--- src/gaa_pkg.sv ---
// Shared constants and latencies for the gaussian attribute activation core.
package gaa_pkg;

  // Fixed-point constants of the exponential unit
  localparam logic [63:0] LN2_Q56 = 64'h00B1_7217_F7D1_CF7A;
  localparam logic [63:0] ONE_Q60 = 64'h1000_0000_0000_0000;
  localparam int unsigned TAYLOR_TERMS = 25;

  // Field widths
  localparam int unsigned RAW_W   = 24;
  localparam int unsigned ALPHA_W = 17;
  localparam int unsigned SCALE_W = 32;
  localparam int unsigned UNIT_W  = 16;

  // Pipeline depths of each unit, in cycles
  localparam int unsigned EXP_LAT   = 1 + 8 + 1 + 4 * TAYLOR_TERMS;
  localparam int unsigned SCALE_LAT = 1;
  localparam int unsigned ALPHA_LAT = 1 + 17 + 1;
  localparam int unsigned NORM_LAT  = 2 + 3 * 16 + 1;
  localparam int unsigned CORE_LAT  = EXP_LAT + ALPHA_LAT;

  typedef logic [RAW_W-1:0] raw_t;

endpackage

--- src/gaa_scale_out.sv ---
// Scale output stage: shift e * 2^k into Q8.24 with rounding and saturation.
module gaa_scale_out import gaa_pkg::*; (
  input  logic               clk_i,
  input  logic [63:0]        e_i,
  input  logic signed [8:0]  k_i,
  output logic [SCALE_W-1:0] scale_o
);

  logic signed [9:0] sh;
  logic [5:0]        sh6;
  logic [63:0]       rounded;

  assign sh      = 10'sd36 - {k_i[8], k_i};
  assign sh6     = sh[5:0];
  assign rounded = (e_i + (64'd1 << (sh6 - 6'd1))) >> sh6;

  // Saturate high, flush low
  always_ff @(posedge clk_i) begin
    if (sh <= 10'sd0) begin
      scale_o <= '1;
    end else if (sh >= 10'sd64) begin
      scale_o <= '0;
    end else if (rounded[63:32] != 32'd0) begin
      scale_o <= '1;
    end else begin
      scale_o <= rounded[31:0];
    end
  end

endmodule

--- config.mk ---
export PLATFORM = sky130hd
export DESIGN_NAME = gaa_scale_out
export DESIGN_NICKNAME = d
export VERILOG_FILES = /design/src/gaa_pkg.sv /design/src/gaa_scale_out.sv
export SDC_FILE = /design/constraint.sdc
export NUM_CORES = 1
export LEC_CHECK = 0
export BUFFER_PORTS_ARGS = -buffer_cell sky130_fd_sc_hd__buf_2
export CAP_MARGIN = 30
export CORE_MARGIN = 2
export CORE_UTILIZATION = 50
export DETAILED_ROUTE_END_ITERATION = 10
export PLACE_DENSITY = 0.8
export SLEW_MARGIN = 20
export SYNTH_ARGS = -nofsm -noshare
export SYNTH_HDL_FRONTEND = slang
export SYNTH_SLANG_ARGS = --single-unit
--- constraint.sdc ---
create_clock -name clk_i -period 17.1 [get_ports clk_i]
set_input_delay 4.275 -clock clk_i [delete_from_list [all_inputs] [get_ports clk_i]]
set_output_delay 4.275 -clock clk_i [all_outputs]
set_load 0.005 [all_outputs]
==> flow_summary.yaml <==
final_layout:
  final_common_cell: "nor2_1"
  design_area_um2: 12510
  top_register: "scale_o"
  layout_common_cells: "229 x nor2_1, 223 x nand2_1, 174 x a21oi_1, 112 x o21ai_0, 106 x buf_2"
  drive_gt1_share_pct: 12.56
  diodes: 0
  fin_nets: 1949
  syn_to_final_growth_pct: 5.655
  largest_reg_flops: 32
  top_regs: "scale_o (32)"
sta:
  slew_violations: 0
  finalSetupTns_ns: 0
  period_minus_slack_ns: 13.20
  maxSlewHeadroom_pct: 33.86
  hold_viol_final: 0
  rsz0062_at_grt: "no"
  worst_pin_slew_ns: 0.9913
  finalCritPeriodShare_pct: 77.18
  fmax_mhz: 75.77
  setup_violations: 0
  holdWs_ns: 4.543
clock_tree:
  cts_resized: 0
  cts_sinks: 32
  cts_setup_buffers: 0
  h-tree-depth: 2
  path_clk_slew_ns: 0.05
  clockRootBuffer: "clkbuf_16"
  numCtsBuffers: 5
  clock_path_buffers: 2
  cts_tree: "done"
  ctsHoldBuffers: 0
critical_path:
  critPathCapture: "scale_o[0]$_SDFF_PP1_"
  crit_required_ns: 17.20
  critPathMaxFanout: 60
  path_class: "in -> reg"
  cp-end-kind: "flop"
  start_kind: "input pin"
  cp_data_arrival_time_ns: 13.30
  critPathLaunch: "k_i[0]"
pwr:
  combinationalPowerShare_pct: 71.9
  swShare_pct: 54.02
  p_total_mw: 0.6256
  max-vdd-ir-drop_uv: 57.27
  powerDensity_nw_per_um2: 50.02
  leakagePower_nw: 4.787
  p_sw_mw: 0.3380
  p_clk_share_pct: 13.9
  power_frac_seq_pct: 14.2
  intPower_mw: 0.2876
die:
  initial_core_util_pct: 50.73
  io_pins: 106
  coreArea_um2: 23330
  fp.dieW_um: 157.9
  die_area_um2: 24920
  rows: 56
  die_h_um: 157.9
yosys:
  synth_largest_area_cell: "a21oi_1"
  avgSynthCellArea_um2: 6.551
  synth_cell_types: 107
  async_flop_share_pct: 0
  postSynthCellCount: 1807
  synth_edf_count: 0
  synth_top_area_share_pct: 7.357
  syn-num-nets: 1950
  synth-seq-cells: 32
  synth_area_um2: 11840
  synth_seq_area_share_pct: 5.412
  ys_warn_count: 0
  ys.flop_type: "dfxtp_1"
  synth.top_cells.by_area: "a21oi_1 7.4%, nor2_1 7.3%, ha_1 7.2%"
placed_design:
  port_buffers: 105
  gp_congestion: 1.066
  dp_hpwl_um: 44810
  placedInstanceArea_um2: 12350
global_route:
  antenna_found_initial: 0
  grt_pass1_vias: 13845
  grt_use_total_pct: 43.37
  globalRouteMet2Util_pct: 66.25
  grt_max_degree: 77
  use_met3_pct: 10.62
  grt_use_met1_pct: 55.09
  overflow: 0
  grt_first_pass_wirelength_um: 82300
  busiest_layer: "met2"
job:
  max_cap_violations: 0
outcome:
  status: "finished clean"
routing:
  ant_nets: 0
  drc: 0
  drt_iter0_drc: 2099
  vias: 15350
  wl_um: 55540
  routed_via_density: 7.220
  firstDrtPassIters: 8
  routedWlPerCell_um: 26.12
hold_path:
  hold_class: "in -> reg"
through the flow:
stage               util [%]  worst slack [ns]  std cells
floorplan                  -             4.711       1807
global placement       52.93             3.809       2117
detailed placement     52.93             3.713       2117
CTS                    53.56             3.969       2125
global route           53.60             3.475       2126
finish                 53.60             3.903       2126
final cells by class:
cell class / count / area (um2)
Fill cell: 2475 / 10830
Tap cell: 319 / 399.1
Multi-Input combinational cell: 1622 / 10580
Inverter: 22 / 82.58
Clock buffer: 8 / 146.4
Timing Repair Buffer: 123 / 658.1
Sequential cell: 32 / 640.6
cells in the mapped netlist, types with 29 or more instances:
| library cell | count |
|---|---|
| nor2_1 | 229 |
| nand2_1 | 223 |
| a21oi_1 | 174 |
| o21ai_0 | 112 |
| mux2i_1 | 84 |
| clkbuf_1 | 68 |
| ha_1 | 68 |
| nor3_1 | 49 |
| nand4_1 | 45 |
| a211oi_1 | 43 |
| nand3_1 | 39 |
| buf_2 | 37 |
| o211ai_1 | 33 |
| dfxtp_1 | 32 |
| xnor2_1 | 29 |
kinds of logic (layout without fill, tap and decap cells):
family,after synthesis,after routing,synth area share [%]
adders and majority gates,69,69,7.357
muxes,103,103,9.248
AOI/OAI and AO/OA,652,652,37.63
xor gates and xnor gates,54,54,4.059
buffers and inverters,153,153,5.845
DFF,32,32,5.412
and+or+nand+nor,744,744,30.45
power by group through the flow:
stage | logic, mW | clock network (mW) | registers, mW
2_1_floorplan | 0.294 | 0 | 0.0908
3_3_place_gp | 0.426 | 0 | 0.0899
3_5_place_dp | 0.428 | 0 | 0.0898
4_1_cts | 0.430 | 0.0866 | 0.0883
5_1_grt | 0.478 | 0.0897 | 0.0898
6_report | 0.450 | 0.0869 | 0.0886
worst min path at each step:
| stage | start | cells after the start | end |
|---|---|---|---|
| finish | k_i[8] | 3 | scale_o[6]$_SDFF_PP1_ |
| global route | k_i[8] | 3 | scale_o[6]$_SDFF_PP1_ |
| CTS | k_i[8] | 3 | scale_o[6]$_SDFF_PP1_ |
| detailed placement | scale_o[30]$_SDFF_PP1_ | 1 | scale_o[30] |
| global placement | scale_o[7]$_SDFF_PP1_ | 1 | scale_o[7] |
| floorplan | scale_o[0]$_SDFF_PP1_ | 0 | scale_o[0] |
routing by layer:
layer	share of wire [%]	wire [um]
met5	0	0
met4	7.2	3991
met3	12	6574
met2	42	23460
met1	39	21510
critical path: stages:
cell,delay [ns]
buf_2,0.07
buf_4,0.52
inv_2,0.10
ha_2,0.55
buf_4,0.60
nor2_1,0.24
o21ai_0,0.16
xnor2_1,0.11
buf_4,0.23
nand2_1,0.44
nor2_1,0.17
ha_1,0.46
nand2_1,0.13
o21ai_1,0.61
a211oi_1,0.15
buf_2,0.23
o211ai_1,0.43
a21oi_1,0.28
o221ai_2,0.40
o22a_2,0.35
nor2_1,0.07
nor4_1,0.67
a221oi_1,0.28
nor4_2,0.28
and4_4,0.26
nand4_4,0.16
nor3_4,0.75
a221oi_1,0.22
No activity file was read; power rests on OpenSTA's default activity.
