===== src/gaa_pkg.sv =====
// Shared constants and latencies for the gaussian attribute activation core.
package gaa_pkg;

  // Fixed-point constants of the exponential unit
  localparam logic [63:0] LN2_Q56 = 64'h00B1_7217_F7D1_CF7A;
  localparam logic [63:0] ONE_Q60 = 64'h1000_0000_0000_0000;
  localparam int unsigned TAYLOR_TERMS = 25;

  // Field widths
  localparam int unsigned RAW_W   = 24;
  localparam int unsigned ALPHA_W = 17;
  localparam int unsigned SCALE_W = 32;
  localparam int unsigned UNIT_W  = 16;

  // Pipeline depths of each unit, in cycles
  localparam int unsigned EXP_LAT   = 1 + 8 + 1 + 4 * TAYLOR_TERMS;
  localparam int unsigned SCALE_LAT = 1;
  localparam int unsigned ALPHA_LAT = 1 + 17 + 1;
  localparam int unsigned NORM_LAT  = 2 + 3 * 16 + 1;
  localparam int unsigned CORE_LAT  = EXP_LAT + ALPHA_LAT;

  typedef logic [RAW_W-1:0] raw_t;

endpackage


===== src/gaa_alpha_out.sv =====
// Alpha output stage: 2^56 / (2^40 + e * 2^(k-20)) rounded, by a pipelined divider.
module gaa_alpha_out import gaa_pkg::*; (
  input  logic               clk_i,
  input  logic [63:0]        e_i,
  input  logic signed [8:0]  k_i,
  output logic [ALPHA_W-1:0] alpha_o
);

  logic signed [9:0] sh;
  logic [63:0]       shifted;
  logic [63:0]       den;

  assign sh      = 10'sd20 - {k_i[8], k_i};
  assign shifted = (sh >= 10'sd64) ? 64'd0 : (e_i >> sh[5:0]);
  assign den     = (64'd1 << 40) + shifted;

  // Divider stages: one quotient bit each
  logic [63:0]        rem_q [18];
  logic [63:0]        den_q [18];
  logic [ALPHA_W-1:0] quo_q [18];
  logic               zero_q [18];

  always_ff @(posedge clk_i) begin
    rem_q[0]  <= (64'd1 << 56) + (den >> 1);
    den_q[0]  <= den;
    quo_q[0]  <= '0;
    zero_q[0] <= (k_i >= 9'sd20);
  end

  for (genvar j = 0; j < 17; j++) begin : g_div
    localparam int B = 16 - j;
    logic [80:0] dsub;
    assign dsub = {17'd0, den_q[j]} << B;
    always_ff @(posedge clk_i) begin
      den_q[j+1]  <= den_q[j];
      zero_q[j+1] <= zero_q[j];
      if ({17'd0, rem_q[j]} >= dsub) begin
        rem_q[j+1] <= rem_q[j] - dsub[63:0];
        quo_q[j+1] <= quo_q[j] | (ALPHA_W'(1) << B);
      end else begin
        rem_q[j+1] <= rem_q[j];
        quo_q[j+1] <= quo_q[j];
      end
    end
  end

  // Drop to zero when the exponent is out of reach
  always_ff @(posedge clk_i) begin
    alpha_o <= zero_q[17] ? '0 : quo_q[17];
  end

endmodule


===== config.mk =====
export PLATFORM = sky130hd
export DESIGN_NAME = gaa_alpha_out
export DESIGN_NICKNAME = d
export VERILOG_FILES = /design/src/gaa_pkg.sv /design/src/gaa_alpha_out.sv
export SDC_FILE = /design/constraint.sdc
export NUM_CORES = 2
export LEC_CHECK = 0
export BUFFER_PORTS_ARGS = -buffer_cell sky130_fd_sc_hd__buf_2
export CORE_AREA = 5 5 614 373
export DETAILED_ROUTE_END_ITERATION = 7
export DIE_AREA = 0 0 619 378
export PLACE_DENSITY = 0.65
export SLEW_MARGIN = 30
export SYNTH_ARGS = -nofsm -noshare
export SYNTH_HDL_FRONTEND = slang
export SYNTH_SLANG_ARGS = --single-unit

===== constraint.sdc =====
create_clock -name clk_i -period 10.4 [get_ports clk_i]
set_input_delay 0 -clock clk_i [delete_from_list [all_inputs] [get_ports clk_i]]
set_output_delay 0 -clock clk_i [all_outputs]
set_load 0.01 [all_outputs]

==> results.md <==
## Status
* completed — status

## Global routing
* 103 — pin count of the biggest net entering global routing
* 82300 — number of global-route vias before repair
* 29.3% — overall global routing resource usage
* 0 — global route overflow
* 527000 µm — first-pass GRT wire length
* 21 — initial antenna violation count

## Synthesis
* compound AO/OA/AOI/OAI gates — largest family of logic cells by synthesized area
* 0 — number of synthesized flops with an enable pin
* 6.14% — fraction of synthesized area in multiplexers
* 12.4% — post-synthesis simple-gate area fraction
* 0 — count of yosys warnings during synthesis
* 13400 — Syn Nets
* 39.2% — area share of the largest cell type after synthesis
* sky130_fd_sc_hd__dfxtp_1 — leading area contributor after synthesis
* sky130_fd_sc_hd__dfxtp_1 — primary flip-flop cell chosen by synthesis mapping
* 2172 — number of synthesized register bits
* 19.3% — Compound-Gate Fraction of Synth Area
* 12300 — instance count of the mapped netlist
* 39.2% — Seq/Total Area, Yosys
* 9.00 µm² — post-synthesis average cell area
* 0% — share of synthesized flip-flops with an asynchronous set or reset
* 111000 µm² — total standard cell area after synthesis
* sky130_fd_sc_hd__dfxtp_1, sky130_fd_sc_hd__ha_1, sky130_fd_sc_hd__a21oi_1, sky130_fd_sc_hd__o21ai_0, sky130_fd_sc_hd__inv_1 — largest cells by area after synthesis
* 115 — count of different cell masters after synthesis
* 11.1% — arithmetic-cell share of the synthesized area counting full adders, half adders and majority gates
* sky130_fd_sc_hd__dfxtp_1 — library cell with the highest instance count after synthesis
* 6.52% — synthesized-area fraction occupied by xor and xnor cells
* sky130_fd_sc_hd__dfxtp_1, sky130_fd_sc_hd__inv_1, sky130_fd_sc_hd__nand2_1 — top post-synthesis cells by count

## Floorplanning
* 49.6% — starting utilization of the core area
* 234000 µm² — DIE AREA
* 619 µm — Die Span X
* 135 — number of rows created at floorplan
* 378 µm — Die Y-Extent
* 223000 µm² — core region area
* 91 — io pins

## Drt
* 356000 µm — WL final
* 0 — number of design rule violations left after detail routing
* 8 — count of TritonRoute iterations in the first routing pass
* 5.80 — Vias/cell
* 90000 — Vias
* 23.0 µm — detail-routed net length per standard cell
* 0 — Antenna Violating Nets Remaining
* 10300 — iteration-0 DRC count of the detailed router

## Timing
* 0 — number of hold-slack violations in the final timing report
* 6080 ps — minimum period implied by the final worst setup slack
* 0 ps — Setup TNS Final
* 62.1 ps — Clock Skews
* no — setup repair after global routing missed its margin
* 0 — pins over their slew limit
* 24.5% — headroom to the max-slew limit
* 0 — total setup violations reported at the end of the flow
* 58.5% — final cycle utilization of the critical path
* 1120 ps — Worst Tran Pin Value
* 164 MHz — highest attainable clock frequency

## Layout
* 54.5% — final design utilization
* 8.63% — share of post-route cells with drive strength above 1
* 20300 — Filler cells
* 9.83% — area delta synth->final
* 13400 — nets@finish

## Critical path
* 6800 ps — Critical Path AT
* reg2reg — class of the most critical setup path
* flip-flop — endpoint class of the critical path
* 46 — worst-path fanout max
* 11120 ps — CP required
* flip-flop — nature of the critical path startpoint

## Place
* 288000 µm — HPWL after DPL
* 90 — number of input and output port buffers inserted
* 1.11 — routability-driven placement congestion ratio

## Clock network
* 860 ps — clk_lat worst skew
* sky130_fd_sc_hd__clkbuf_16 — cell at the root of the clock tree
* 4 — H-tree depth reported by CTS
* 0 — post-CTS setup repair buffer count
* 0 — cts repair resizes
* 2172 — TritonCTS Sinks
* yes — CTS tree
* 4 — clock buffer depth
* 60 ps — Worst-path clk slew
* 208 — number of clock buffers inserted by TritonCTS

## Hold path
* in2reg — Hold/Removal Path Class

## Flow run
* 0 — max-capacitance violation count

==> worst paths after layout <==
kind / depth (start not counted) / slack [ps] / start / to
worst max register to register: 16 / 4320 / rem_q[6][65]$_DFF_P_ / rem_q[7][5]$_DFF_P_
worst max-delay path: 16 / 4320 / rem_q[6][65]$_DFF_P_ / rem_q[7][5]$_DFF_P_
worst min-delay path: 8 / 80 / e_i[4] / rem_q[0][2]$_SDFF_PP0_
worst min register to register: 0 / 320 / zero_q[16]$_DFF_P_ / zero_q[17]$_DFF_P_
==> through the flow <==
step / setup slack [ps] / instances / cell area (µm²) / hold slack (ps)
2_1_floorplan: 6210 / 12300 / 111000 / 69.1
3_3_place_gp: 4240 / 15100 / 114000 / 205
3_5_place_dp: 4440 / 15100 / 114000 / 210
4_1_cts: 4560 / 15500 / 122000 / 6.96
5_1_grt: 4060 / 15500 / 122000 / 71.4
6_report: 4320 / 15500 / 122000 / 76.0
==> layout by cell type, fill, tap and decap left out, types with 46 or more instances in the layout <==
cell / synthesis / routed
sky130_fd_sc_hd__dfxtp_1: 2172 / 2171
sky130_fd_sc_hd__nand2b_1: 124 / 124
sky130_fd_sc_hd__mux2_1: 52 / 52
sky130_fd_sc_hd__buf_2: 36 / 89
sky130_fd_sc_hd__nor4_1: 79 / 67
sky130_fd_sc_hd__o21bai_1: 123 / 123
sky130_fd_sc_hd__mux4_2: 46 / 46
sky130_fd_sc_hd__o21ai_0: 871 / 870
sky130_fd_sc_hd__buf_4: 15 / 67
sky130_fd_sc_hd__ha_1: 956 / 955
sky130_fd_sc_hd__nand4_1: 179 / 179
sky130_fd_sc_hd__and3_1: 102 / 102
sky130_fd_sc_hd__mux2i_1: 79 / 79
sky130_fd_sc_hd__nor3_1: 152 / 150
sky130_fd_sc_hd__and2_1: 66 / 66
sky130_fd_sc_hd__o21a_1: 123 / 123
sky130_fd_sc_hd__nand2_1: 1023 / 1023
sky130_fd_sc_hd__a21o_1: 565 / 564
sky130_fd_sc_hd__nor2_1: 572 / 571
sky130_fd_sc_hd__inv_1: 1144 / 1144
sky130_fd_sc_hd__a31oi_1: 110 / 107
sky130_fd_sc_hd__o31ai_1: 60 / 58
sky130_fd_sc_hd__xor2_1: 339 / 339
sky130_fd_sc_hd__a211oi_1: 116 / 116
sky130_fd_sc_hd__o211ai_1: 50 / 50
sky130_fd_sc_hd__clkbuf_16: 0 / 210
sky130_fd_sc_hd__a21oi_1: 941 / 937
sky130_fd_sc_hd__xnor2_1: 474 / 473
sky130_fd_sc_hd__nor2b_1: 157 / 157
sky130_fd_sc_hd__nand3_1: 198 / 197
sky130_fd_sc_hd__mux2_2: 379 / 379
==> cells by family (layout without fill, tap and decap cells) <==
family,after synthesis,in the layout
AO/OA/AOI/OAI,3403,3403
XOR/XNOR,818,818
adder cells (fa/ha/maj),972,972
buffers and inverters,1519,1694
flip-flops,2172,2172
multiplexers,562,562
other,0,6
AND/OR/NAND/NOR,2865,2865
==> flip-flops by register name, summed over array words and instances (netlist names) <==
register  cells
alpha_o      17
den_q       896
quo_q       153
rem_q      1088
zero_q       18
==> area by class of cell <==
cell class,instances,area (µm²),area share (%)
antenna,6,15.0,0.0123
clock buffer,293,5970,4.90
clock inverter,74,1080,0.885
inverter,1147,4310,3.54
multi-input combinational,8620,61900,50.8
sequential,2172,43500,35.7
tap,3014,3770,3.10
timing repair buffer,180,1220,1.00
==> metal layers <==
layer	GRT usage, %	vias up	routed length [µm]
li1	-	43300	-
met1	49.2	42600	192000
met2	30.9	3715	107000
met3	15.5	286	53500
met4	3.11	2	3310
met5	0	-	11
==> critical path: stages, from the launching register on <==
cell                        delay, ps
sky130_fd_sc_hd__dfxtp_1          320
sky130_fd_sc_hd__inv_1             60
sky130_fd_sc_hd__ha_1             360
sky130_fd_sc_hd__nor2b_1          170
sky130_fd_sc_hd__o31ai_1          570
sky130_fd_sc_hd__a2111oi_0        280
sky130_fd_sc_hd__a211oi_1         770
sky130_fd_sc_hd__o21ai_1          320
sky130_fd_sc_hd__a21o_1           320
sky130_fd_sc_hd__a221oi_4         480
sky130_fd_sc_hd__o41ai_4          250
sky130_fd_sc_hd__a21oi_1          230
sky130_fd_sc_hd__o21ai_1          160
sky130_fd_sc_hd__o31ai_4          260
sky130_fd_sc_hd__buf_4            300
sky130_fd_sc_hd__buf_4            570
sky130_fd_sc_hd__mux2_2           410
==> repair_timing <==
action | CTS | global route
hold buffers | 17 | 0
setup endpoints to repair | 0 | 0
endpoints found under the hold margin | 37 | 0
Power is left out: the tool's default activity adds up to more than one toggle a clock period on the data nets, which glitch-free logic cannot reach.
